==> src/rtl/tpdl_pkg.sv <==
// Shared types, codes and constants of the two-way packet delay line.
`default_nettype none

package tpdl_pkg;

  localparam int QUEUE_DEPTH_DEF = 16;
  localparam int MAX_RESULTS     = 32;
  localparam int RES_CNT_W       = $clog2(MAX_RESULTS + 1);
  localparam int HANDLE_W        = 16;
  localparam int STAMP_W         = 32;
  localparam int DELAY_W         = 16;
  localparam int CFG_IDX_W       = 2;

  localparam logic [CFG_IDX_W-1:0] REG_SEND_DELAY = 2'd0;
  localparam logic [CFG_IDX_W-1:0] REG_RECV_DELAY = 2'd1;

  localparam logic OP_ARRIVE = 1'b0;
  localparam logic OP_TICK   = 1'b1;

  localparam logic [1:0] DIR_SEND = 2'd0;
  localparam logic [1:0] DIR_RECV = 2'd1;

  localparam logic PATH_DOWN = 1'b0;
  localparam logic PATH_UP   = 1'b1;

  localparam logic [1:0] ST_FWD     = 2'd0;
  localparam logic [1:0] ST_BAD_DIR = 2'd1;
  localparam logic [1:0] ST_FULL    = 2'd2;

  typedef struct packed {
    logic                operation;
    logic                packet_present;
    logic [HANDLE_W-1:0] packet_handle;
    logic [1:0]          direction;
  } pkt_t;

  typedef struct packed {
    logic [HANDLE_W-1:0] packet_handle_res;
    logic                path;
    logic [1:0]          status;
    logic                last;
  } res_t;

  typedef enum logic [1:0] {
    S_IDLE,
    S_CHK_SEND,
    S_CHK_RECV
  } ctrl_state_t;

  typedef struct packed {
    logic accept;
    logic pop_send;
    logic pop_recv;
    logic flush;
  } dp_cmd_t;

  typedef struct packed {
    logic is_tick;
    logic out_free;
    logic send_due;
    logic recv_due;
    logic pend_valid;
    logic at_limit;
  } dp_status_t;

endpackage

`default_nettype wire

==> src/rtl/tpdl_ctrl.sv <==
// Controller state machine: accepts beats and walks both queue heads on a tick.
`default_nettype none

module tpdl_ctrl (
  input  logic                   clk,
  input  logic                   rst,
  input  logic                   pkt_valid,
  input  tpdl_pkg::dp_status_t   status,
  output logic                   pkt_ready,
  output tpdl_pkg::dp_cmd_t      cmd
);
  import tpdl_pkg::*;

  ctrl_state_t state, state_next;

  always_ff @(posedge clk) begin
    if (rst) begin
      state <= S_IDLE;
    end else begin
      state <= state_next;
    end
  end

  // A release moves the pending result out, so it needs the output free
  // only when something is pending.
  always_comb begin
    state_next = state;
    cmd        = '0;
    pkt_ready  = 1'b0;
    unique case (state)
      S_IDLE: begin
        pkt_ready = status.out_free;
        if (pkt_valid && status.out_free) begin
          cmd.accept = 1'b1;
          if (status.is_tick) begin
            state_next = S_CHK_SEND;
          end
        end
      end
      S_CHK_SEND: begin
        if (status.send_due && !status.at_limit) begin
          cmd.pop_send = !status.pend_valid || status.out_free;
        end else begin
          state_next = S_CHK_RECV;
        end
      end
      S_CHK_RECV: begin
        if (status.recv_due && !status.at_limit) begin
          cmd.pop_recv = !status.pend_valid || status.out_free;
        end else if (!status.pend_valid) begin
          state_next = S_IDLE;
        end else if (status.out_free) begin
          cmd.flush  = 1'b1;
          state_next = S_IDLE;
        end
      end
      default: begin
        state_next = S_IDLE;
      end
    endcase
  end

endmodule

`default_nettype wire

==> src/rtl/tpdl_fifo.sv <==
// One direction's descriptor queue: handle and stamp memory with head and count.
`default_nettype none

module tpdl_fifo #(
  parameter int DEPTH = tpdl_pkg::QUEUE_DEPTH_DEF
) (
  input  logic                          clk,
  input  logic                          rst,
  input  logic                          push,
  input  logic [tpdl_pkg::HANDLE_W-1:0] push_handle,
  input  logic [tpdl_pkg::STAMP_W-1:0]  push_stamp,
  input  logic                          pop,
  output logic                          full,
  output logic                          empty,
  output logic [tpdl_pkg::HANDLE_W-1:0] head_handle,
  output logic [tpdl_pkg::STAMP_W-1:0]  head_stamp
);
  import tpdl_pkg::*;

  localparam int AW = (DEPTH > 1) ? $clog2(DEPTH) : 1;
  localparam int CW = $clog2(DEPTH + 1);
  localparam int SW = CW + 1;

  logic [HANDLE_W-1:0] handles [DEPTH];
  logic [STAMP_W-1:0]  stamps  [DEPTH];

  logic [AW-1:0] head, head_next, tail;
  logic [CW-1:0] count;
  logic [SW-1:0] tail_sum;

  assign full  = (count == CW'(DEPTH));
  assign empty = (count == '0);

  always_comb begin
    head_next = head;
    if (pop) begin
      head_next = (head == AW'(DEPTH - 1)) ? '0 : head + AW'(1);
    end
    tail_sum = SW'(head) + SW'(count);
    if (tail_sum >= SW'(DEPTH)) begin
      tail = AW'(tail_sum - SW'(DEPTH));
    end else begin
      tail = AW'(tail_sum);
    end
  end

  always_ff @(posedge clk) begin
    if (rst) begin
      head  <= '0;
      count <= '0;
    end else begin
      head <= head_next;
      if (push && !pop) begin
        count <= count + CW'(1);
      end else if (pop && !push) begin
        count <= count - CW'(1);
      end
    end
  end

  // The read follows the next head, so the data is current in the cycle after a pop.
  always_ff @(posedge clk) begin
    if (push) begin
      handles[tail] <= push_handle;
      stamps[tail]  <= push_stamp;
    end
    head_handle <= handles[head_next];
    head_stamp  <= stamps[head_next];
  end

endmodule

`default_nettype wire

==> src/rtl/tpdl_dp.sv <==
// Datapath: tick counter, delay registers, both queues, pending and output registers.
`default_nettype none

module tpdl_dp #(
  parameter int QUEUE_DEPTH = tpdl_pkg::QUEUE_DEPTH_DEF
) (
  input  logic                           clk,
  input  logic                           rst,
  input  tpdl_pkg::pkt_t                 pkt,
  input  logic                           cfg_we,
  input  logic [tpdl_pkg::CFG_IDX_W-1:0] cfg_index,
  input  logic [tpdl_pkg::DELAY_W-1:0]   cfg_data,
  input  tpdl_pkg::dp_cmd_t              cmd,
  input  logic                           res_ready,
  output tpdl_pkg::dp_status_t           status,
  output logic                           res_valid,
  output tpdl_pkg::res_t                 res
);
  import tpdl_pkg::*;

  logic [STAMP_W-1:0]   now_ticks;
  logic [DELAY_W-1:0]   send_delay, receive_delay;
  logic [RES_CNT_W-1:0] n_results;
  logic                 pend_valid;
  res_t                 pend;

  logic                send_full, send_empty, recv_full, recv_empty;
  logic [HANDLE_W-1:0] send_head_handle, recv_head_handle;
  logic [STAMP_W-1:0]  send_head_stamp, recv_head_stamp;
  logic [STAMP_W-1:0]  send_elapsed, recv_elapsed;

  logic is_arrival, push_send, push_recv, arr_has_res, pop_any;
  res_t arr_res;

  assign is_arrival = cmd.accept && (pkt.operation == OP_ARRIVE) && pkt.packet_present;
  assign pop_any    = cmd.pop_send || cmd.pop_recv;

  always_comb begin
    push_send       = 1'b0;
    push_recv       = 1'b0;
    arr_res.packet_handle_res = pkt.packet_handle;
    arr_res.path    = PATH_DOWN;
    arr_res.status  = ST_FWD;
    arr_res.last    = 1'b1;
    if (pkt.direction == DIR_SEND) begin
      if (send_delay == '0) begin
        arr_res.path = PATH_DOWN;
      end else if (send_full) begin
        arr_res.status = ST_FULL;
      end else begin
        push_send = is_arrival;
      end
    end else if (pkt.direction == DIR_RECV) begin
      if (receive_delay == '0) begin
        arr_res.path = PATH_UP;
      end else if (recv_full) begin
        arr_res.status = ST_FULL;
      end else begin
        push_recv = is_arrival;
      end
    end else begin
      arr_res.status = ST_BAD_DIR;
    end
    arr_has_res = is_arrival && !push_send && !push_recv;
  end

  // Elapsed time is taken modulo the counter width, so a wrap is harmless.
  assign send_elapsed = now_ticks - send_head_stamp;
  assign recv_elapsed = now_ticks - recv_head_stamp;

  assign status.is_tick    = (pkt.operation == OP_TICK);
  assign status.out_free   = !res_valid || res_ready;
  assign status.send_due   = !send_empty &&
                             (send_elapsed >= {{(STAMP_W-DELAY_W){1'b0}}, send_delay});
  assign status.recv_due   = !recv_empty &&
                             (recv_elapsed >= {{(STAMP_W-DELAY_W){1'b0}}, receive_delay});
  assign status.pend_valid = pend_valid;
  assign status.at_limit   = (n_results == RES_CNT_W'(MAX_RESULTS));

  tpdl_fifo #(.DEPTH(QUEUE_DEPTH)) u_send_q (
    .clk         (clk),
    .rst         (rst),
    .push        (push_send),
    .push_handle (pkt.packet_handle),
    .push_stamp  (now_ticks),
    .pop         (cmd.pop_send),
    .full        (send_full),
    .empty       (send_empty),
    .head_handle (send_head_handle),
    .head_stamp  (send_head_stamp)
  );

  tpdl_fifo #(.DEPTH(QUEUE_DEPTH)) u_recv_q (
    .clk         (clk),
    .rst         (rst),
    .push        (push_recv),
    .push_handle (pkt.packet_handle),
    .push_stamp  (now_ticks),
    .pop         (cmd.pop_recv),
    .full        (recv_full),
    .empty       (recv_empty),
    .head_handle (recv_head_handle),
    .head_stamp  (recv_head_stamp)
  );

  always_ff @(posedge clk) begin
    if (rst) begin
      now_ticks     <= '0;
      send_delay    <= '0;
      receive_delay <= '0;
      n_results     <= '0;
      pend_valid    <= 1'b0;
      res_valid     <= 1'b0;
    end else begin
      if (arr_has_res || cmd.flush || (pop_any && pend_valid)) begin
        res_valid <= 1'b1;
      end else if (res_ready) begin
        res_valid <= 1'b0;
      end
      if (cfg_we) begin
        if (cfg_index == REG_SEND_DELAY) begin
          send_delay <= cfg_data;
        end else if (cfg_index == REG_RECV_DELAY) begin
          receive_delay <= cfg_data;
        end
      end
      if (cmd.accept && status.is_tick) begin
        now_ticks <= now_ticks + STAMP_W'(1);
        n_results <= '0;
      end
      if (pop_any) begin
        pend_valid <= 1'b1;
        n_results  <= n_results + RES_CNT_W'(1);
      end
      if (cmd.flush) begin
        pend_valid <= 1'b0;
      end
    end
  end

  // A release waits in the pending register until it is known whether another follows.
  always_ff @(posedge clk) begin
    if (arr_has_res) begin
      res <= arr_res;
    end else if (cmd.flush) begin
      res <= '{packet_handle_res: pend.packet_handle_res, path: pend.path,
               status: pend.status, last: 1'b1};
    end else if (pop_any && pend_valid) begin
      res <= pend;
    end
    if (pop_any) begin
      pend <= '{packet_handle_res: cmd.pop_send ? send_head_handle : recv_head_handle,
                path: cmd.pop_send ? PATH_DOWN : PATH_UP,
                status: ST_FWD, last: 1'b0};
    end
  end

endmodule

`default_nettype wire

==> src/rtl/two_way_packet_delay_line_top.sv <==
// Top level of the two-way packet delay line: controller plus datapath.
//
// Beats on the pkt channel are either an arrival (operation 0) or a tick
// (operation 1). An arrival with a valid descriptor is stamped with the current
// tick count and queued for its direction, or forwarded at once when that
// direction's delay is zero. A bad direction or a full queue drops the
// descriptor with a status. A tick advances time by one and then releases,
// send queue first, every descriptor whose elapsed ticks reach its delay, at
// most 32 per tick. The final result beat caused by one pkt beat carries last.
//
// An arrival is accepted in the idle state and its result sits in the output
// register in the next cycle, so arrivals can go back to back while the output
// register is free. A tick takes the accept, then one check of each queue head
// and one more per release; a full output register can hold the walk. Releases
// pass through a pending register and each leaves at the next release or flush.
//
// Reset clears the tick count, both queues and both delays at once. While a
// result stalls, the output register holds it, pkt_ready is low and at most one
// more release enters the pending register before the walk stops. The user
// writes the delays on the cfg port while the block is idle; nothing checks it.
`default_nettype none

module two_way_packet_delay_line_top #(
  parameter int QUEUE_DEPTH = tpdl_pkg::QUEUE_DEPTH_DEF
) (
  input  logic                           clk,
  input  logic                           rst,
  input  logic                           pkt_valid,
  output logic                           pkt_ready,
  input  tpdl_pkg::pkt_t                 pkt,
  output logic                           res_valid,
  input  logic                           res_ready,
  output tpdl_pkg::res_t                 res,
  input  logic                           cfg_we,
  input  logic [tpdl_pkg::CFG_IDX_W-1:0] cfg_index,
  input  logic [tpdl_pkg::DELAY_W-1:0]   cfg_data
);
  import tpdl_pkg::*;

  // Commands from the controller and status from the datapath.
  dp_cmd_t    cmd;
  dp_status_t status;

  tpdl_ctrl u_ctrl (
    .clk       (clk),
    .rst       (rst),
    .pkt_valid (pkt_valid),
    .status    (status),
    .pkt_ready (pkt_ready),
    .cmd       (cmd)
  );

  tpdl_dp #(.QUEUE_DEPTH(QUEUE_DEPTH)) u_dp (
    .clk       (clk),
    .rst       (rst),
    .pkt       (pkt),
    .cfg_we    (cfg_we),
    .cfg_index (cfg_index),
    .cfg_data  (cfg_data),
    .cmd       (cmd),
    .res_ready (res_ready),
    .status    (status),
    .res_valid (res_valid),
    .res       (res)
  );

endmodule

`default_nettype wire

==> config.mk <==
export PLATFORM = sky130hd
export DESIGN_NAME = two_way_packet_delay_line_top
export DESIGN_NICKNAME = d
export VERILOG_FILES = /design/src/rtl/tpdl_pkg.sv /design/src/rtl/tpdl_ctrl.sv /design/src/rtl/tpdl_fifo.sv /design/src/rtl/tpdl_dp.sv /design/src/rtl/two_way_packet_delay_line_top.sv
export SDC_FILE = /design/constraint.sdc
export NUM_CORES = 2
export LEC_CHECK = 0
export ABC_AREA = 0
export BUFFER_PORTS_ARGS = -buffer_cell sky130_fd_sc_hd__buf_2
export CAP_MARGIN = 20
export CORE_ASPECT_RATIO = 1.1
export CORE_MARGIN = 3
export CORE_UTILIZATION = 40
export CTS_CLUSTER_DIAMETER = 40
export DETAILED_ROUTE_END_ITERATION = 16
export HOLD_SLACK_MARGIN = 0.06
export PLACE_DENSITY_LB_ADDON = 0.15
export SETUP_SLACK_MARGIN = 0.4
export SLEW_MARGIN = 25
export SYNTH_ARGS = -nofsm -noshare
export SYNTH_HDL_FRONTEND = slang
export SYNTH_SLANG_ARGS = --single-unit
==> constraint.sdc <==
create_clock -name clk -period 10.7 [get_ports clk]
set_clock_uncertainty 0.05 [all_clocks]
set_input_delay 1.07 -clock clk [delete_from_list [all_inputs] [get_ports clk]]
set_output_delay 1.07 -clock clk [all_outputs]
set_load 0.005 [all_outputs]
# Yosys cells after proc, flatten, opt, wreduce, memory -nomap -nowiden
# Memory sizes are Yosys's and may differ from the RTL's. A register that Yosys moved wholly into a read port is not among the register bits.
# Index checks and enable logic that the tools add are counted.
word_totals:
  reg_bits: 129
  latchBits: 0
  mem_bits_rw: 1536
  romBits: 0
  in_bits: 43
  word_cells: 156
  n_memories: 4
mem_list:
  columns: ["memory", "depth", "word_bits", "rd", "rd_clocked_by_memory_dff", "wr", "line_no", "source"]
  rows:
  - ["u_dp.u_recv_q.stamps", 16, 32, 1, 1, 1, "tpdl_fifo.sv:25", "logic [STAMP_W-1:0] stamps [DEPTH];"]
  - ["u_dp.u_send_q.stamps", 16, 32, 1, 1, 1, "tpdl_fifo.sv:25", null]
  - ["u_dp.u_recv_q.handles", 16, 16, 1, 1, 1, "tpdl_fifo.sv:24", "logic [HANDLE_W-1:0] handles [DEPTH];"]
  - ["u_dp.u_send_q.handles", 16, 16, 1, 1, 1, "tpdl_fifo.sv:24", null]
classes:
  add_sub_neg: 14
  mul: 0
  div: 0
  n_lt_le_gt_ge: 4
  n_eq_ne: 14
  n_shift: 0
  n_mux: 55
  bitwise: 2
  reduce_logical: 46
ops:
  columns: ["operator", "n"]
  rows:
  - ["$ge A32 B16 Y1", 2]
  - ["$sub A32 B32 Y32", 2]
  - ["$mux W20", 3]
  - ["$add A32 B1 Y32 const B", 1]
  - ["$logic_not A16 Y1", 2]
  - ["$mux W1", 25]
  - ["$mux W2", 12]
  - ["$mux W4", 6]
  - ["$mux W5", 4]
  - ["$mux W16", 1]
  - ["$logic_and A1 B1 Y1", 15]
  - ["$add A4 B5 Y6", 2]
  - ["$ge A6 B5 Y1 const B", 2]
  - ["$mux W6", 2]
  - ["$add A5 B1 Y5 const B", 2]
  - ["$eq A5 B5 Y1 const B", 2]
  - ["$logic_not A5 Y1", 2]
  - ["$sub A5 B1 Y5 const B", 2]
  - ["$logic_not A1 Y1", 9]
  - ["$add A4 B1 Y4 const B", 2]
  - ["$eq A4 B4 Y1 const B", 2]
  - ["$reduce_bool A2 Y1", 4]
  - ["$sub A4 B1 Y4 const B", 2]
  - ["$add A6 B1 Y6 const B", 1]
  - ["other kinds (16)", 28]

# Longest topological paths before layout
logic_depth:
  depth_word: 16
  ltp_mapped: 30
  mapped_depth_nobuf: 29

# Cells and area by module
# A second synthesis with hierarchy kept.
hier_totals:
  cells_unflattened: 5323
  area_unflattened_um2: 75309.7
modules_own_cells:
  columns: ["mod", "instances", "cells_per_inst", "area_each_um2", "seq_area_each_um2"]
  rows:
  - ["tpdl_fifo (u_dp.u_recv_q)", 1, 2492, 34619.5, 24203.2]
  - ["tpdl_fifo (u_dp.u_send_q)", 1, 1624, 31206.2, 24203.2]
  - ["tpdl_dp", 1, 1188, 9323.9, 2542.4]
  - ["tpdl_ctrl", 1, 19, 160.2, 40.0]

# Least setup slack after synthesis
# OpenSTA, ideal clock, no wires.
synth_path:
  kind: "reg-to-reg"
  from: "register u_dp.now_ticks[0]"
  to: "register u_dp.u_recv_q.count[4]"
  setup_time_ps: 70
  arrival_time_ps: 6566
  required_time_ps: 10580
  slack_ps: 4013
  path_stages_with_launch: 30
  synth_period_minus_slack_ps: 6687
  path_cell_list: "dfxtp_1 > inv_1 > ha_1 > fa_1 > nor2b_1 > o211ai_2 > a21oi_1 > or2_2 > a21o_1 > a21oi_1 > xnor2_1 > ha_1 > a21o_1 > a221oi_1 > o21ai_0 > or3_1 > a2111oi_0 > nand4_1 > nor4_4 > nor2_1 > inv_2 > clkbuf_1 > ha_1 > inv_1 > fa_1 > a21o_1 > a21oi_1 > xnor2_1 > or3_1 > a21oi_1"
synth_between:
  elab_chain_len: 9
  word_cells_on_any_way: 11
  cone_classes: "1 x add/sub; 1 x order compare; 3 x mux; 6 x reduce/logical"
synth_lines:
  columns: ["item", "line_no", "source"]
  rows:
  - ["start, declared", "tpdl_dp.sv:21", "logic [STAMP_W-1:0] now_ticks;"]
  - ["start signal, assigned", "tpdl_dp.sv:128", "now_ticks <= now_ticks + STAMP_W'(1);"]
  - ["$sub A32 B32 Y32 *", "tpdl_dp.sv:69", "assign recv_elapsed = now_ticks - recv_head_stamp;"]
  - ["$ge A32 B16 Y1 *", "tpdl_dp.sv:76", "(recv_elapsed >= {{(STAMP_W-DELAY_W){1'b0}}, receive_delay});"]
  - ["$logic_and A1 B1 Y1 *", "tpdl_dp.sv:75", "assign status.recv_due = !recv_empty &&"]
  - ["$logic_and A1 B1 Y1 *", "tpdl_ctrl.sv:48", "if (status.recv_due && !status.at_limit) begin"]
  - ["$mux W1 *", "tpdl_ctrl.sv:48", null]
  - ["$mux W2 *", "tpdl_ctrl.sv:30", "unique case (state)"]
  - ["$logic_not A1 Y1", "tpdl_fifo.sv:53", "if (push && !pop) begin"]
  - ["$logic_and A1 B1 Y1", "tpdl_fifo.sv:53", null]
  - ["$mux W5 or $reduce_bool A2 Y1 (tied branches)", null, null]
  - ["end signal, assigned", "tpdl_fifo.sv:54", "count <= count + CW'(1);"]
  - ["end signal, assigned", "tpdl_fifo.sv:56", "count <= count - CW'(1);"]
  - ["end, declared", "tpdl_fifo.sv:28", "logic [CW-1:0] count;"]
# Mark *: on every way between the ends. The rest lies on a longest branch, timed or not.
# A chain may end at the register's enable or synchronous reset.

# Worst setup path after layout
layout_path:
  from: "register u_dp.now_ticks[0]"
  to: "register u_dp.u_recv_q.head_stamp[23] (netlist name) (read register of u_dp.u_recv_q.stamps)"
layout_between:
  elab_chain_len: 7
layout_lines:
  columns: ["item", "line_no", "source"]
  rows:
  - ["$sub A32 B32 Y32", "tpdl_dp.sv:69", null]
  - ["$ge A32 B16 Y1", "tpdl_dp.sv:76", null]
  - ["$logic_and A1 B1 Y1", "tpdl_dp.sv:75", null]
  - ["$logic_and A1 B1 Y1", "tpdl_ctrl.sv:48", null]
  - ["$mux W1", "tpdl_ctrl.sv:48", null]
  - ["$mux W2", "tpdl_ctrl.sv:30", null]
  - ["$mux W4", "tpdl_fifo.sv:36", "if (pop) begin"]
  - ["end, declared", "tpdl_fifo.sv:16", "output logic [tpdl_pkg::STAMP_W-1:0] head_stamp"]
# No other way between the ends.

==> results.md <==
Clock tree:
- The clock net sink count is 1761.
- The post-CTS setup repair buffer count is 0.
- The number of hold buffers added after CTS was 0.
- The clock insertion delay at the later pin of the skew report is 0.85 ns.
- The number of CTS-inserted buffers is 232.
- Clock-pin slew was measured on the worst setup and hold paths at 0.06 ns.
- The number of cells upsized or downsized after cts is 0.
- Counting along the longest clock path gives a buffer depth of 3.
- The cell chosen for the clock root is sky130_fd_sc_hd__clkbuf_16.
- The CTS H-tree depth is 4.
- TritonCTS built the clock tree.

Logic synthesis:
- The total nets after synthesis is 6439.
- Counting every instance in the synthesized netlist gives 6277.
- In this run, synthesis inferred 1572 flip-flops with an integrated enable.
- The synthesized flop and latch total is 1761.
- Synthesis instantiated 87 different standard cells from the library.
- The most used flip-flop cell after synthesis is sky130_fd_sc_hd__edfxtp_1.
- The total standard cell area after synthesis is 0.0769 sq mm.
- After synthesis, the share of flip-flops with an asynchronous set or reset is 0%.
- The proportion of synthesized chip area in sequential cells is 66.3%.
- The Yosys step of the flow raised 0 warnings.
- The average cell area after synthesis is 12.3 sq um.

Timing:
- Setup violations remaining at the end of the flow were counted as 0.
- The final total negative setup slack is 0 ns.
- The final setup slack of the worst path is 2.23 ns.
- The transition time of the tightest slew-check pin is 1.12 ns.
- The final number of hold-violating endpoints is 0.
- The final critical-path required period is 8.47 ns.
- The max-slew violation total from the final report is 0.
- Setup repair after global routing left no endpoint under its margin.
- The post-route fraction of the period consumed by the critical path is 79.2%.
- In this run the tightest slew margin relative to its limit is 25.7%.
- For this run, the top clock speed supported by timing is 0.118 GHz.

Floorplanning:
- Row generation in the floorplan step produced 168 rows.
- The die extent in y is 466 microns.
- 65 I/O pins were placed.
- The region available for standard cell placement spans 0.191 sq mm.
- The die span in x is 424 microns.
- The initial cell density of the core is 40.3%.
- The area enclosed by the die boundary is 0.198 sq mm.

Place:
- The detailed-placement wirelength estimate is 130 mm.
- The count of buffers added on input and output ports is 64.
- The worst setup slack before clock tree synthesis is 2.34 ns.
- Counting tap cells, the placed design contains a total of 8528 instances.
- Routability-driven placement finished with a final weighted congestion of 0.921.

Finish:
- Summing all flip-flop and latch instances after layout gives 0.0510 sq mm.
- The multi-input combinational cell area is 0.0239 sq mm.
- In the layout the commonest cells are sky130_fd_sc_hd__edfxtp_1 (1572), sky130_fd_sc_hd__nand2_1 (841), sky130_fd_sc_hd__a21oi_1 (577), sky130_fd_sc_hd__o21ai_0 (439), sky130_fd_sc_hd__clkbuf_16 (239).
- The area growth from synthesis to layout is 14.9%.
- The fraction of layout cells with a size suffix above 1 is 11.2%.
- The commonest non-fill, non-tap cell in the layout is sky130_fd_sc_hd__edfxtp_1.
- The number of nets in the layout is 6375.
- The number of standard cells in the final layout excluding fillers is 8983.
- The fill cell instance count of the final layout is 17200.

GRT:
- Global routing consumed, over all layers together, 23.7% of the routing resources.
- The met2 layer usage reported by global route is 40.7%.
- Global routing consumed, on the met3 layer, 2.91% of the routing resources.
- After global routing, the most crowded layer is met2.
- The met1 usage is 30.8%.
- For this run the aggregate overflow at the end of global routing stands at 0.
- The number of antenna violations at the first check in global routing was 7.
- The first-pass GRT wire length is 351 mm.
- Entering global routing, the biggest net connects 187 pins.
- The via count of the first global-routing pass is 52500.

Drt:
- Summed over all layers, the routed wires come to 240 mm.
- The routed wire length per instance is 26.7 microns.
- The first detailed-routing pass ran for 5 iterations.
- Using the TritonRoute via totals, the vias-per-cell ratio works out to 5.98.
- Summing over every cut layer, the via total after detailed routing is 53700.
- The detail route stage leaves a number of antenna-violating nets equal to 0.
- The residual DRC count is 0.
- After the first detailed-routing iteration, the DRC count stood at 5108.

Critical path:
- In this run the worst path has a maximum fanout of 70.
- The critical path in this run is classified as register to register.
- The critical path arrival is 9.15 ns.
- The worst setup path is launched from a register.
- The worst setup path is captured at a register.
- The cell that appears most often on the critical path is sky130_fd_sc_hd__buf_4.
- The peak per-stage delay on the critical path is 0.79 ns.
- For flop-to-flop paths, the worst setup slack is 2.23 ns.
- The data required time at the worst endpoint is 11.38 ns.
- The cell at the slowest stage of the critical path is sky130_fd_sc_hd__buf_4.

Power and ir drop:
- Power spread over the standard cell area amounts to 190 mW/mm^2.
- The worst IR drop on VDD is 175 uV.
- The total leakage power is 28.6 nW.

Status:
- The run finished with clean final reports.

Run:
- The total of max-cap violations is 0.

Min path:
- The tightest min-delay check is of the input port to register type.
## layout make-up
cell class	count	area share [%]
Inverter	118	0.501
Clock buffer	284	7.14
Timing Repair Buffer	196	1.78
Multi-Input combinational cell	3904	27.0
Sequential cell	1761	57.7
Tap cell	2550	3.61
Antenna cell	9	0.0255
Clock inverter	161	2.22
## registers in the layout (all words and copies together) (netlist names), 6 cells and up
signal,count
u_dp.u_recv_q.head_stamp,32
u_dp.send_delay,16
u_dp.u_recv_q.stamps,512
u_dp.pend,17
u_dp.u_recv_q.handles,256
u_dp.u_send_q.stamps,512
u_dp.u_send_q.head_handle,16
u_dp.receive_delay,16
u_dp.res,20
u_dp.u_send_q.handles,256
u_dp.u_send_q.head_stamp,32
u_dp.now_ticks,32
u_dp.n_results,6
u_dp.u_recv_q.head_handle,16
## power breakdown
group          switching [mW]  internal, mW
Combinational           0.746         0.377
Clock                    3.16          4.96
Sequential             0.0519          7.49
## worst max-delay path: cells and delay by family, from the launching register on
kind / cells / cell delay [ns]
AOI/OAI and AO/OA: 11 / 2.52
buffers and inverters: 6 / 2.72
DFF: 1 / 0.30
xor gates and xnor gates: 1 / 0.14
and+or+nand+nor: 7 / 1.61
adders and majority gates: 3 / 0.94
## through the flow
step | instance area [sq um] | hold WS [ns] | power (mW) | util, %
floorplan | 76900 | 0.399 | 8.43 | -
global placement | 79900 | 0.414 | 8.79 | 41.9
detailed placement | 80100 | 0.417 | 8.81 | 42.0
CTS | 88400 | 0.279 | 16.9 | 46.3
global route | 88400 | 0.328 | 17.3 | 46.3
finish | 88400 | 0.367 | 16.8 | 46.3
## path summary, 6_finish.rpt
path                    startpoint  cells after the start                      endpoint
min                            rst                      2            u_dp.send_delay[4]
max              u_dp.now_ticks[0]                     28  u_dp.u_recv_q.head_stamp[23]
min reg2reg  u_dp.receive_delay[2]                      2         u_dp.receive_delay[2]
max reg2reg      u_dp.now_ticks[0]                     28  u_dp.u_recv_q.head_stamp[23]
## kinds of logic after synthesis
kind of cell,share of synthesized area (%)
compound gates,16.4
buf+inv,3.27
simple gates,9.33
mux,1.76
flops,66.3
fa+ha+maj,1.99
xor+xnor,0.990
## per-layer routing
| metal | share of wire [%] | wire length, microns |
|---|---|---|
| met2 | 49 | 118000 |
| met3 | 5.5 | 13100 |
| met5 | 0 | 0 |
| met4 | 3.7 | 8790 |
| met1 | 42 | 100000 |
## synth_stat cells, types with 117 or more instances
cell type | count | area [sq um]
sky130_fd_sc_hd__a21oi_1 | 577 | 2890
sky130_fd_sc_hd__a31oi_1 | 159 | 995
sky130_fd_sc_hd__a32oi_1 | 193 | 1690
sky130_fd_sc_hd__and3_1 | 121 | 757
sky130_fd_sc_hd__clkbuf_1 | 325 | 1220
sky130_fd_sc_hd__dfxtp_1 | 189 | 3780
sky130_fd_sc_hd__edfxtp_1 | 1572 | 47200
sky130_fd_sc_hd__inv_1 | 117 | 439
sky130_fd_sc_hd__nand2_1 | 845 | 3170
sky130_fd_sc_hd__nand3_1 | 214 | 1070
sky130_fd_sc_hd__nor2_1 | 198 | 743
sky130_fd_sc_hd__o21ai_0 | 439 | 2200
No activity file was read; power rests on OpenSTA's default activity.
